$ cat src/rtl/distinct_partition_count_defines.svh
// ============================================================================
// distinct_partition_count_defines: assertion macros
// Shared concurrent assertion forms, clocked on clk and disabled in reset.
// ============================================================================
`ifndef DISTINCT_PARTITION_COUNT_DEFINES_SVH
`define DISTINCT_PARTITION_COUNT_DEFINES_SVH

// Same-cycle implication.
`define DPC_ASSERT_NOW(label, ante, cons, msg) \
    label: assert property (@(posedge clk) disable iff (!rst_n) (ante) |-> (cons)) \
        else $error(msg);

// Next-cycle implication.
`define DPC_ASSERT_NEXT(label, ante, cons, msg) \
    label: assert property (@(posedge clk) disable iff (!rst_n) (ante) |=> (cons)) \
        else $error(msg);

`endif

$ cat src/rtl/dpc_pkg.sv
// ============================================================================
// dpc_pkg: shared types and constants
// Command and status bundles between controller and datapath, field widths.
// ============================================================================
`timescale 1ns / 1ps

package dpc_pkg;

    localparam int N_VALUE_W   = 10;
    localparam int COUNT_W     = 64;

    // Start of the two offset passes of the recurrence and the step growth.
    localparam int PASS_A_R    = 2;
    localparam int PASS_A_STEP = 5;
    localparam int PASS_B_R    = 1;
    localparam int PASS_B_STEP = 4;
    localparam int STEP_INC    = 3;

    typedef struct packed {
        logic load_n;
        logic init_wr;
        logic init_sel;
        logic start_i;
        logic issue;
        logic switch_pass;
        logic write_i;
        logic load_out;
    } dpc_cmd_t;

    typedef struct packed {
        logic n_over;
        logic n_small;
        logic r_le_i;
        logic pass_b;
        logic i_eq_n;
        logic slot_free;
    } dpc_status_t;

endpackage

$ cat src/rtl/dpc_ctrl.sv
// ============================================================================
// dpc_ctrl: sequencer for the pentagonal recurrence
// Walks request intake, table seeding, term issue, row write and result hand-off.
// ============================================================================
`timescale 1ns / 1ps

module dpc_ctrl (
    input  logic                 clk,
    input  logic                 rst_n,
    input  logic                 in_valid,
    output logic                 in_stall,
    input  dpc_pkg::dpc_status_t status,
    output dpc_pkg::dpc_cmd_t    cmd
);
    import dpc_pkg::*;

    localparam logic [2:0] S_IDLE  = 3'd0;
    localparam logic [2:0] S_INIT0 = 3'd1;
    localparam logic [2:0] S_INIT1 = 3'd2;
    localparam logic [2:0] S_LOOP  = 3'd3;
    localparam logic [2:0] S_WRITE = 3'd4;
    localparam logic [2:0] S_DONE  = 3'd5;

    logic [2:0] state_reg;
    logic [2:0] state_next;

    assign in_stall = (state_reg != S_IDLE);

    always_comb
    begin
        state_next = state_reg;
        cmd        = '0;
        case (state_reg)
            S_IDLE:
            begin
                if (in_valid)
                begin
                    cmd.load_n = 1'b1;
                    state_next = status.n_over ? S_DONE : S_INIT0;
                end
            end
            S_INIT0:
            begin
                cmd.init_wr  = 1'b1;
                cmd.init_sel = 1'b0;
                state_next   = S_INIT1;
            end
            S_INIT1:
            begin
                cmd.init_wr  = 1'b1;
                cmd.init_sel = 1'b1;
                cmd.start_i  = 1'b1;
                state_next   = status.n_small ? S_DONE : S_LOOP;
            end
            S_LOOP:
            begin
                if (status.r_le_i)
                    cmd.issue = 1'b1;
                else if (!status.pass_b)
                    cmd.switch_pass = 1'b1;
                else
                    state_next = S_WRITE;
            end
            S_WRITE:
            begin
                cmd.write_i = 1'b1;
                state_next  = status.i_eq_n ? S_DONE : S_LOOP;
            end
            S_DONE:
            begin
                if (status.slot_free)
                begin
                    cmd.load_out = 1'b1;
                    state_next   = S_IDLE;
                end
            end
            default:
            begin
                state_next = S_IDLE;
            end
        endcase
    end

    always_ff @(posedge clk or negedge rst_n)
    begin
        if (!rst_n)
            state_reg <= S_IDLE;
        else
            state_reg <= state_next;
    end

endmodule

$ cat config.mk
export PLATFORM = sky130hd
export DESIGN_NAME = dpc_ctrl
export DESIGN_NICKNAME = d
export VERILOG_FILES = /design/src/rtl/distinct_partition_count_defines.svh /design/src/rtl/dpc_pkg.sv /design/src/rtl/dpc_ctrl.sv
export SDC_FILE = /design/constraint.sdc
export NUM_CORES = 1
export LEC_CHECK = 0
export BUFFER_PORTS_ARGS = -buffer_cell sky130_fd_sc_hd__buf_4
export CORE_AREA = 2 2 39 41
export CTS_CLUSTER_DIAMETER = 100
export CTS_CLUSTER_SIZE = 14
export DETAILED_ROUTE_END_ITERATION = 7
export DIE_AREA = 0 0 41 43
export SYNTH_ARGS = -nofsm -noshare
export SYNTH_HDL_FRONTEND = slang
export SYNTH_SLANG_ARGS = --single-unit
$ cat constraint.sdc
create_clock -name clk -period 1.3 [get_ports clk]
set_clock_uncertainty 0.2 [all_clocks]
set_input_delay 0.325 -clock clk [delete_from_list [all_inputs] [get_ports clk]]
set_output_delay 0.325 -clock clk [all_outputs]
set_load 0.05 [all_outputs]
==> results by group, run 1 <==
Drt
  – Detail-routed net length per standard cell: between 10 and 15 um
  – Final wirelength: 1130 um
  – Total number of vias: 431
  – Remaining design rule violation count: 0
  – Pre-antenna DRT Iters: 4
  – Detail Route Antenna Nets: 0
  – First DRT Iteration DRCs: 4
  – Average vias per placed instance: 4.74

CTS
  – Clock insertion delay at the later pin of the skew report: ~230 ps
  – CTS tree: yes
  – Count of clock tree sinks: 3
  – Clock-pin slew on the worst setup and hold paths: 30 ps
  – CTS Buf Count: 3
  – CTS max path bufs: 2
  – CTS H-tree lvls: 1
  – Clock Root Buffer: clkbuf_4

Timing
  – Highest achievable clock rate: about 550 MHz
  – Fin crit share: 140%
  – Transition time of the tightest slew-check pin: 263 ps
  – Minimum clock period: 1820 ps
  – Worst slew margin relative to its limit: 82.4%
  – Final setup violation count: 12
  – Slew Limit Fails: 0
  – Setup TNS: -4500 ps
  – Unrepaired setup endpoints after global routing: true
  – Final critical-path setup slack: -524 ps
  – Hold slack: 100 ps
  – Hold Fails Final Rpt: 0

Power and ir drop
  – Switching share of total power: 48.7%
  – Sw power: 0.00111 W
  – Share of power burned in registers: 9.0%
  – Design internal power: around 0.0012 W
  – PwrDens: 2840 mW/mm2
  – Static leakage power: ~0.37 nW
  – Part of the total power dissipated in the clock network: 7.2%
  – Overall power after layout: 0.00227 W
  – Share of power burned in combinational logic: 83.9%
  – Worst voltage drop across the vdd grid: about 1.3 mV

Worst setup path
  – Slowest cell on the critical path: dfrtp_2
  – RR Endpoint: state_reg[2]$_DFFE_PN0P_
  – Biggest fanout along the worst timing path: 4
  – CP required: 770 ps
  – Type of element launching the critical path: flop
  – CP Cell Sequence: or3_4, nor2_4, buf_8
  – Crit Reg-Reg Startpoint: state_reg[2]$_DFFE_PN0P_
  – Cell depth of the worst flop-to-flop path: 5
  – Internal reg-to-reg setup slack: -420 ps
  – Critical path start-end classification: flop to output pin
  – Stage delay of the slowest cell on the critical path: 420 ps
  – Arrival time at the worst endpoint: between 1000 and 1500 ps
  – Critical Path Sink Type: output pin

Cells and area
  – Leading cell type in the layout, fill and taps excluded: buf_6
  – Relative area change from synthesis to final layout: 170%
  – Net count, final: 85
  – Share of post-route cells with drive strength above 1: 78.7%
  – Inserted Diodes: 0
  – Final non-filler cell total: 91
  – Post-Layout Inst Area: around 800 um2
  – Max reg flops: 3
  – Leading cell types in the layout, fill and taps excluded: 16 x buf_6, 15 x buf_4, 4 x nor2_4

Global routing
  – Wire length of the first global-routing pass: 1460 um
  – Largest net degree at the start of global routing: 7
  – Number of antenna violations at the first check in global routing: 0
  – Vias in the first global route: 359
  – Grt ovf: 0
  – GRT Overall Usage: roughly an eighth

Synthesis
  – Unique cell type count in the Yosys netlist: 23
  – Synthesis-stage register bit count: 3
  – Cell area after synthesis: 295 um2
  – Part of the Yosys area used for sequential elements: 25.4%
  – Instance count of the mapped netlist: 41
  – Ys Warns: 0
  – Synthesized area per cell: roughly 7.2 um2
  – Syn Nets: 50

Floorplanning
  – I/O pin cnt: 18
  – Starting density of the core: 21.3%
  – Die outline width: 41 um
  – Num rows: 14
  – Placeable Area: 0.00138 mm2
  – Full die area: between 0.0015 and 0.002 mm2
  – Chip Height: 43 um

Placement
  – DP Area: approximately 570 um2
  – Number of I/O port buffers: 17
  – RD Place Congestion: 0.751
  – Cell Count Post-Placement: 82
  – Post-detail-place hpwl: between 700 and 800 um

Worst hold path
  – Hold Path Stages: 2
  – Hold-critical path endpoint: state_reg[1]$_DFFE_PN0P_
  – Startpoint of the worst hold path: status[1]
  – Type of the worst min-delay path: input port to flop

Outcome
  – Result of the run: finished, violations left
  – Failing checks: negative setup slack

Run
  – # Max-Cap Violations: 0
area by class of cell:
class	instances	area (um2)
flip-flops and latches	3	77.6
inverters	3	15.0
repair buffers	34	333
well taps	16	20.0
clock buffers	4	26.3
multi-input cells	31	327
fillers	116	586
worst max-delay path, delay by kind of cell, from the launching register on:
kind | cells | cell delay [ps]
AND/OR/NAND/NOR | 2 | 510
flip-flops | 1 | 420
buffers and inverters | 1 | 150
synthesized netlist by cell type:
master / n / area [um2]
a211oi_1: 1 / 7.51
or3_1: 1 / 6.26
nor2b_1: 3 / 18.8
buf_2: 3 / 15.0
or4_1: 1 / 7.51
o32ai_1: 2 / 17.5
inv_1: 3 / 11.3
a21oi_1: 1 / 5.00
nand2b_1: 2 / 12.5
o211ai_1: 1 / 7.51
mux2_2: 1 / 11.3
o21ai_0: 1 / 5.00
nor3b_1: 1 / 7.51
xnor2_1: 1 / 8.76
dfrtp_1: 3 / 75.1
o22ai_1: 1 / 6.26
nor2_1: 6 / 22.5
buf_4: 1 / 7.51
a2bb2oi_1: 1 / 8.76
nand2_1: 4 / 15.0
a21o_1: 1 / 7.51
and3_1: 1 / 6.26
nor3_1: 1 / 5.00
power groups by stage:
stage	sequential [W]	clock [W]	combinational [W]
floorplan	0.000184	0	0.00102
global placement	0.000189	0	0.00139
detailed placement	0.000188	0	0.00138
CTS	0.000200	0.000172	0.00161
global route	0.000210	0.000185	0.00200
finish	0.000204	0.000163	0.00190
metal layers:
metal	wire [um]	global-route usage, %	vias up
met5	0	0	-
met3	51	6.28	2
met2	596	18.4	12
met1	463	15.3	207
met4	14	4.00	0
li1	-	-	210
logic make-up after synthesis:
family          after synthesis  synth area share, %
flops                         3                 25.4
mux                           1                 3.81
compound gates                9                 22.0
buf+inv                       7                 11.4
simple gates                 20                 34.3
xor+xnor                      1                 2.97
metrics by stage:
step | setup slack, ps | utilization, %
after floorplan | -509 | -
after global placement | -332 | 41.5
after detailed placement | -323 | 41.5
after CTS | -533 | 50.5
after global routing | -571 | 57.7
final | -524 | 57.7
how the worst max path moves through the flow:
stage                        startpoint                        to  slack, ps  cells after the start
2_1_floorplan  state_reg[2]$_DFFE_PN0P_                    cmd[7]       -510                      3
3_3_place_gp   state_reg[2]$_DFFE_PN0P_  state_reg[2]$_DFFE_PN0P_       -330                      4
3_5_place_dp   state_reg[1]$_DFFE_PN0P_  state_reg[2]$_DFFE_PN0P_       -320                      4
4_1_cts        state_reg[1]$_DFFE_PN0P_                    cmd[7]       -530                      3
5_1_grt        state_reg[2]$_DFFE_PN0P_                    cmd[7]       -570                      3
6_report       state_reg[2]$_DFFE_PN0P_                    cmd[7]       -520                      3
repair_timing:
| item | in CTS | in global routing |
|---|---|---|
| resized for setup | 17 | 21 |
| cloned | 1 | 0 |
| hold buffers | 1 | 0 |
| setup endpoints to repair | 12 | 12 |
| pin swaps | 6 | 5 |
| setup buffers | 2 | 3 |
| hold endpoints to repair | 3 | 0 |
Note: power is estimated with default switching activity, not from simulation.
==> inputs of run 2 (changes only) <==
--- a/config.mk
+++ b/config.mk
@@ -5,6 +5,7 @@
 export SDC_FILE = /design/constraint.sdc
 export NUM_CORES = 1
 export LEC_CHECK = 0
+export ABC_AREA = 1
 export BUFFER_PORTS_ARGS = -buffer_cell sky130_fd_sc_hd__buf_4
 export CORE_AREA = 2 2 39 41
 export CTS_CLUSTER_DIAMETER = 100
==> run 2 against run 1 <==
Compared with the run above: count of clock-buffer cells in the layout is the same; die area unchanged; cell count is 11% higher; flip-flop and latch count did not move; maximum frequency grew 1.6%; combinational power fell by 21%; register-to-register slack improved by 280 ps; largest power group unchanged; the run still ends with negative setup slack left; area after synthesis grew 5.5%; global-route usage up 1.9 points; clock power rose by 6%; critical path depth up 1; via count rose by 6.7%.
==> results by group, run 2 <==
Outcome
  – Result of the run: finished, violations left (unchanged)
  – Failing checks: negative setup slack (unchanged)

Cells and area
  – Leading cell type in the layout, fill and taps excluded: buf_4 (was buf_6)
  – Relative area change from synthesis to final layout: 136% (was 170%)
  – Inserted Diodes: 0 (unchanged)
  – Max reg flops: 3 (unchanged)
  – Total of fill cells in the finished design: 139 (was 116)
  – Leading cell types in the layout, fill and taps excluded: 24 x buf_4, 8 x nand2_1, 5 x nand3_1, 5 x inv_1, 5 x buf_6 (was 16 x buf_6, 15 x buf_4, 4 x nor2_4)
  – Net count, final: 95 (was 85)
  – Share of post-route cells with drive strength above 1: 67.1% (was 78.7%)

Worst setup path
  – Biggest fanout along the worst timing path: 6 (was 4)
  – Cell depth of the worst flop-to-flop path: 8 (was 5)
  – Crit Reg-Reg Startpoint: state_reg[1]$_DFFE_PN0P_ (was state_reg[2]$_DFFE_PN0P_)
  – Arrival time at the worst endpoint: 1270 ps (was 1300 ps)
  – Internal reg-to-reg setup slack: -140 ps (was -420 ps)
  – Type of element launching the critical path: flop (unchanged)
  – Critical path start-end classification: flop to output pin (unchanged)
  – RR Endpoint: state_reg[2]$_DFFE_PN0P_ (unchanged)
  – CP required: 770 ps (about the same)
  – Critical Path Sink Type: output pin (unchanged)

Global routing
  – Wire length of the first global-routing pass: 1720 um (was 1460 um)
  – Vias in the first global route: 411 (was 359)
  – GRT Overall Usage: 14.4% (was 12.5%)
  – Grt ovf: 0 (unchanged)
  – Largest net degree at the start of global routing: 10 (was 7)
  – Number of antenna violations at the first check in global routing: 0 (unchanged)

Power and ir drop
  – Static leakage power: 0.375 nW (was 0.367 nW)
  – Part of the total power dissipated in the clock network: 8.8% (was 7.2%)
  – Switching share of total power: 52.4% (was 48.7%)
  – Design internal power: 0.000942 W (was 0.00117 W)
  – PwrDens: 2690 mW/mm2 (was 2840 mW/mm2)
  – Worst voltage drop across the vdd grid: 0.870 mV (was 1.26 mV)
  – Share of power burned in registers: 14.8% (was 9.0%)
  – Share of power burned in combinational logic: 76.4% (was 83.9%)
  – Sw power: 0.00103 W (was 0.00111 W)

CTS
  – Clock Root Buffer: clkbuf_4 (unchanged)
  – Count of clock tree sinks: 3 (unchanged)
  – CTS tree: yes (unchanged)
  – Clock-pin slew on the worst setup and hold paths: 40 ps (was 30 ps)
  – CTS max path bufs: 2 (unchanged)
  – CTS Buf Count: 3 (unchanged)
  – CTS H-tree lvls: 1 (unchanged)
  – Clock insertion delay at the later pin of the skew report: 240 ps (was 230 ps)

Timing
  – Final critical-path setup slack: -495 ps (was -524 ps)
  – Transition time of the tightest slew-check pin: 287 ps (was 263 ps)
  – Slew Limit Fails: 0 (unchanged)
  – Highest achievable clock rate: 557 MHz (was 548 MHz)
  – Setup TNS: -4370 ps (was -4500 ps)
  – Hold Fails Final Rpt: 0 (unchanged)
  – Final setup violation count: 12 (unchanged)
  – Fin crit share: 138% (was 140%)
  – Unrepaired setup endpoints after global routing: true (unchanged)
  – Minimum clock period: 1800 ps (was 1820 ps)
  – Worst slew margin relative to its limit: 80.7% (was 82.4%)

Synthesis
  – Syn Nets: 59 (was 50)
  – Area share of and/or/nand/nor cells after synthesis: 50.6% (was 34.3%)
  – Cell with the most instances after synthesis: nand2_1 (was nor2_1)
  – Ys Warns: 0 (unchanged)
  – Synthesized area per cell: 6.23 um2 (was 7.20 um2)
  – Share of the synthesized area in compound gates (AO/OA/AOI/OAI): 4.82% (was 22.0%)
  – Asr flop ratio synth: 100% (unchanged)
  – Xor and xnor area share after synthesis: 0% (was 2.97%)
  – Synth Area in Adders: 0% (unchanged)
  – Number of flops mapped to enable cells by yosys: 0 (unchanged)
  – Cell area after synthesis: 312 um2 (was 295 um2)
  – Area leader, netlist: dfrtp_1 (unchanged)
  – Multiplexer share of the synthesized area: 0% (was 3.81%)
  – Cell types with the largest area share after synthesis: dfrtp_1 24%, nand2_1 13%, nand3_1 11% (was dfrtp_1 25%, nor2_1 7.6%, nor2b_1 6.4%)
  – Synthesis-stage register bit count: 3 (unchanged)
  – Post-synth top area share: 24.1% (was 25.4%)
  – Dominant combinational cell family by area after synthesis: simple AND/OR/NAND/NOR gates (unchanged)
  – Synth Flop Type: dfrtp_1 (unchanged)
  – Most numerous cell types in the synthesized netlist: 11 x nand2_1, 8 x inv_1, 7 x nand3_1 (was 6 x nor2_1, 4 x nand2_1)
  – Instance count of the mapped netlist: 50 (was 41)
  – Unique cell type count in the Yosys netlist: 17 (was 23)
  – Part of the Yosys area used for sequential elements: 24.1% (was 25.4%)

Drt
  – Detail Route Antenna Nets: 0 (unchanged)
  – Pre-antenna DRT Iters: 4 (unchanged)
  – Average vias per placed instance: 4.55 (was 4.74)
  – First DRT Iteration DRCs: 3 (was 4)
  – Final wirelength: 996 um (was 1130 um)
  – Detail-routed net length per standard cell: 9.86 um (was 12.4 um)
  – Remaining design rule violation count: 0 (unchanged)
  – Total number of vias: 460 (was 431)

Floorplanning
  – Num rows: 14 (unchanged)
  – I/O pin cnt: 18 (unchanged)
  – Starting density of the core: 22.5% (was 21.3%)
  – Die outline width: 41 um (unchanged)
  – Full die area: 0.00176 mm2 (unchanged)
  – Placeable Area: 0.00138 mm2 (unchanged)
  – Chip Height: 43 um (unchanged)

Run
  – # Max-Cap Violations: 0 (unchanged)

Worst hold path
  – Type of the worst min-delay path: input port to flop (unchanged)
  – Hold Path Stages: 4 (was 2)
  – Hold-critical path endpoint: state_reg[1]$_DFFE_PN0P_ (unchanged)
  – Startpoint of the worst hold path: status[4] (was status[1])

Placement
  – Number of I/O port buffers: 17 (unchanged)
  – Post-detail-place hpwl: 684 um (was 700 um)
  – Worst slack at placement: -379 ps (was -323 ps)
  – RD Place Congestion: 0.772 (was 0.751)
-- run 2: power by group through the flow --
stage               sequential [W]  clock, W  combinational [W]
finish                    0.000293  0.000173            0.00151
global route              0.000302  0.000196            0.00163
CTS                       0.000281  0.000180            0.00134
detailed placement        0.000267         0            0.00118
global placement          0.000261         0            0.00117
floorplan                 0.000181         0           0.000932
-- run 2: how the worst max path moves through the flow --
stage                                         from      to
after global placement    state_reg[0]$_DFFE_PN0P_  cmd[6]
after floorplan           state_reg[0]$_DFFE_PN0P_  cmd[6]
after detailed placement  state_reg[0]$_DFFE_PN0P_  cmd[6]
final                     state_reg[0]$_DFFE_PN0P_  cmd[3]
after CTS                 state_reg[0]$_DFFE_PN0P_  cmd[7]
after global routing      state_reg[0]$_DFFE_PN0P_  cmd[3]
-- run 2: worst max-delay path, stage by stage, from the launching register on --
cell	delay, ps
dfrtp_2	490
buf_6	150
nand4_1	160
inv_4	90
buf_8	140
-- run 2: layout make-up --
type | count | area [um2] | area share, %
well taps | 16 | 20.0 | 2.73
inverters | 9 | 41.3 | 5.62
repair buffers | 34 | 312 | 42.4
flip-flops and latches | 3 | 78.8 | 10.7
multi-input cells | 35 | 256 | 34.9
clock buffers | 4 | 26.3 | 3.58
-- run 2: cell families after synthesis --
family          count (synthesis)
simple gates                   32
flops                           3
compound gates                  3
buf+inv                        12
-- run 2: metrics by stage --
step                      utilization, %  std cells  total power, W  area (um2)  hold slack [ps]
final                               53.1        101         0.00198         734              187
after global routing                53.1        101         0.00213         734              200
after CTS                           48.2         98         0.00181         667              196
after detailed placement            41.0         90         0.00145         568            -85.3
after global placement              41.0         90         0.00143         568            -83.3
after floorplan                        -         50         0.00111         367             -171
-- run 2: timing repair --
action	4_1_cts	5_1_grt
buffers inserted	3	3
setup endpoints to repair	12	12
hold endpoints to repair	3	0
pin swaps	3	5
resized for setup	14	11
hold buffers	1	0
-- run 2: layer usage --
layer / global-route usage, % / wire length (um)
met1: 20.0 / 429
met2: 18.4 / 481
met3: 6.81 / 76
met4: 6.00 / 8
met5: 0 / 0
==> inputs of run 3 (changes only) <==
--- a/config.mk
+++ b/config.mk
@@ -8,6 +8,7 @@
 export ABC_AREA = 1
 export BUFFER_PORTS_ARGS = -buffer_cell sky130_fd_sc_hd__buf_4
 export CORE_AREA = 2 2 39 41
+export CTS_BUF_LIST = sky130_fd_sc_hd__clkbuf_4 sky130_fd_sc_hd__clkbuf_8
 export CTS_CLUSTER_DIAMETER = 100
 export CTS_CLUSTER_SIZE = 14
 export DETAILED_ROUTE_END_ITERATION = 7
==> run 3 against run 2 <==
Compared with the run above: cell count unchanged; first-iteration DRC count unchanged; flip-flop and latch count unchanged; largest cell class unchanged; register-to-register slack about the same; critical path type unchanged; hold slack better by 1.0 ps; global-route usage down 0.30 points; maximum frequency about the same; non-clock buffer count unchanged; cell area up 0.51%; the flow still finishes with violations (negative setup slack).
==> results by group, run 3 (same netlist as run 2, synthesis figures left out) <==
Global routing
  – Number of antenna violations at the first check in global routing: 0 (unchanged)
  – Fraction of met1 tracks used by global routing: 20.0% (unchanged)
  – Met3 capacity usage during global routing: 6.81% (unchanged)
  – Vias in the first global route: 410 (was 411)
  – GRT Overall Usage: 14.1% (was 14.4%)
  – GRT busiest layer: met1 (unchanged)
  – Met2 global-route usage: 18.4% (unchanged)
  – Largest net degree at the start of global routing: 10 (unchanged)
  – Grt ovf: 0 (unchanged)
  – Wire length of the first global-routing pass: 1700 um (was 1720 um)

Timing
  – Final critical-path setup slack: -494 ps (was -495 ps)
  – Unrepaired setup endpoints after global routing: true (unchanged)
  – Fin crit share: 138% (about the same)
  – Highest achievable clock rate: 558 MHz (was 557 MHz)
  – Slew Limit Fails: 0 (unchanged)
  – Setup TNS: -4360 ps (was -4370 ps)
  – Transition time of the tightest slew-check pin: 285 ps (was 287 ps)
  – Minimum clock period: 1790 ps (was 1800 ps)
  – Final setup violation count: 12 (unchanged)
  – Worst slew margin relative to its limit: 80.9% (was 80.7%)
  – Hold Fails Final Rpt: 0 (unchanged)

Floorplanning
  – Starting density of the core: 22.5% (unchanged)
  – Num rows: 14 (unchanged)
  – Placeable Area: 0.00138 mm2 (unchanged)
  – I/O pin cnt: 18 (unchanged)
  – Die outline width: 41 um (unchanged)
  – Full die area: 0.00176 mm2 (unchanged)
  – Chip Height: 43 um (unchanged)

Cells and area
  – Total of fill cells in the finished design: 137 (was 139)
  – Max reg flops: 3 (unchanged)
  – Relative area change from synthesis to final layout: 137% (was 136%)
  – Leading cell type in the layout, fill and taps excluded: buf_4 (unchanged)
  – Share of post-route cells with drive strength above 1: 68.2% (was 67.1%)
  – Leading cell types in the layout, fill and taps excluded: 24 x buf_4, 8 x nand2_1, 5 x nand3_1, 5 x inv_1, 5 x buf_6 (unchanged)
  – Net count, final: 95 (unchanged)
  – Inserted Diodes: 0 (unchanged)

Power and ir drop
  – Worst voltage drop across the vdd grid: 0.870 mV (about the same)
  – PwrDens: 2700 mW/mm2 (was 2690 mW/mm2)
  – Static leakage power: 0.378 nW (was 0.375 nW)

Drt
  – First DRT Iteration DRCs: 3 (unchanged)
  – Pre-antenna DRT Iters: 4 (unchanged)
  – Detail Route Antenna Nets: 0 (unchanged)
  – Final wirelength: 995 um (was 996 um)
  – Average vias per placed instance: 4.58 (was 4.55)
  – Detail-routed net length per standard cell: 9.85 um (was 9.86 um)
  – Remaining design rule violation count: 0 (unchanged)
  – Total number of vias: 463 (was 460)

CTS
  – Clock insertion delay at the later pin of the skew report: 240 ps (about the same)
  – Count of clock tree sinks: 3 (unchanged)
  – Clock-pin slew on the worst setup and hold paths: 40 ps (about the same)
  – CTS tree: yes (unchanged)
  – CTS max path bufs: 2 (unchanged)
  – CTS Buf Count: 3 (unchanged)
  – Clock Root Buffer: clkbuf_4 (unchanged)
  – CTS H-tree lvls: 1 (unchanged)

Worst setup path
  – Slowest cell on the critical path: dfrtp_2 (unchanged)
  – Critical Path Sink Type: output pin (unchanged)
  – Arrival time at the worst endpoint: 1270 ps (about the same)
  – Critical path start-end classification: flop to output pin (unchanged)
  – Stage delay of the slowest cell on the critical path: 490 ps (about the same)
  – CP required: 770 ps (about the same)
  – Biggest fanout along the worst timing path: 6 (unchanged)
  – Type of element launching the critical path: flop (unchanged)
  – CP Cell Sequence: buf_6, nand4_1, inv_4, buf_8 (unchanged)

Worst hold path
  – Type of the worst min-delay path: input port to flop (unchanged)

Run
  – # Max-Cap Violations: 0 (unchanged)

Placement
  – Post-detail-place hpwl: 684 um (unchanged)
  – Worst slack at placement: -379 ps (unchanged)
  – Number of I/O port buffers: 17 (unchanged)
  – RD Place Congestion: 0.772 (unchanged)

Outcome
  – Failing checks: negative setup slack (unchanged)
  – Result of the run: finished, violations left (unchanged)
[run 3: cell counts in the layout (fill, tap and decap cells not counted)]
No cell type changed its count.
[run 3: worst paths after layout]
kind	start	endpoint	slack (ps)	cells after the start
setup / recovery	state_reg[0]$_DFFE_PN0P_	cmd[3]	-490	4
hold / removal	status[4]	state_reg[1]$_DFFE_PN0P_	190	4
setup reg to reg	state_reg[1]$_DFFE_PN0P_	state_reg[2]$_DFFE_PN0P_	-140	8
hold reg to reg	state_reg[1]$_DFFE_PN0P_	state_reg[0]$_DFFE_PN0P_	530	3
max in group asynchronous	rst_n	state_reg[0]$_DFFE_PN0P_	580	2
min in group asynchronous	rst_n	state_reg[1]$_DFFE_PN0P_	210	2
[run 3: area by class of cell]
class / instances / area, um2 / share of cell area, %
flip-flops and latches: 3 / 78.8 / 10.7
repair buffers: 34 / 312 / 42.2
multi-input cells: 35 / 256 / 34.7
well taps: 16 / 20.0 / 2.71
clock buffers: 4 / 30.0 / 4.07
inverters: 9 / 41.3 / 5.59
[run 3: layer usage]
metal | vias to the layer above | share of wire [%]
met2 | 17 | 49
met5 | - | 0
met1 | 218 | 43
met4 | 0 | 0
met3 | 0 | 8.0
li1 | 228 | -
[run 3: per-stage QoR]
step | hold slack [ps] | util [%] | power (W) | instances | instance area (um2)
after global placement | -83.3 | 41.0 | 0.00143 | 90 | 568
final | 188 | 53.3 | 0.00200 | 101 | 738
after global routing | 204 | 53.3 | 0.00215 | 101 | 738
after floorplan | -171 | - | 0.00111 | 50 | 367
after CTS | 198 | 48.5 | 0.00182 | 98 | 671
after detailed placement | -85.3 | 41.0 | 0.00145 | 90 | 568
[run 3: what timing repair did]
item	4_1_cts	5_1_grt
endpoints found under the hold margin	3	0
setup endpoints to repair	12	12
buffers inserted	3	3
resized for setup	14	11
pin swaps	3	5
hold buffers	1	0
[run 3: power by group]
part | total [W] | switching, W | leakage [nW] | internal, W
registers | 0.000292 | 0.000142 | 0.0335 | 0.000150
logic | 0.00151 | 0.000835 | 0.326 | 0.000676
clock network | 0.000193 | 0.0000565 | 0.0184 | 0.000136
total | 0.00200 | 0.00103 | 0.378 | 0.000962
[run 3: critical path, delay by kind of cell (launching register included)]
family | cells | cell delay [ps]
flip-flops | 1 | 490
buffers and inverters | 3 | 380
AND/OR/NAND/NOR | 1 | 160
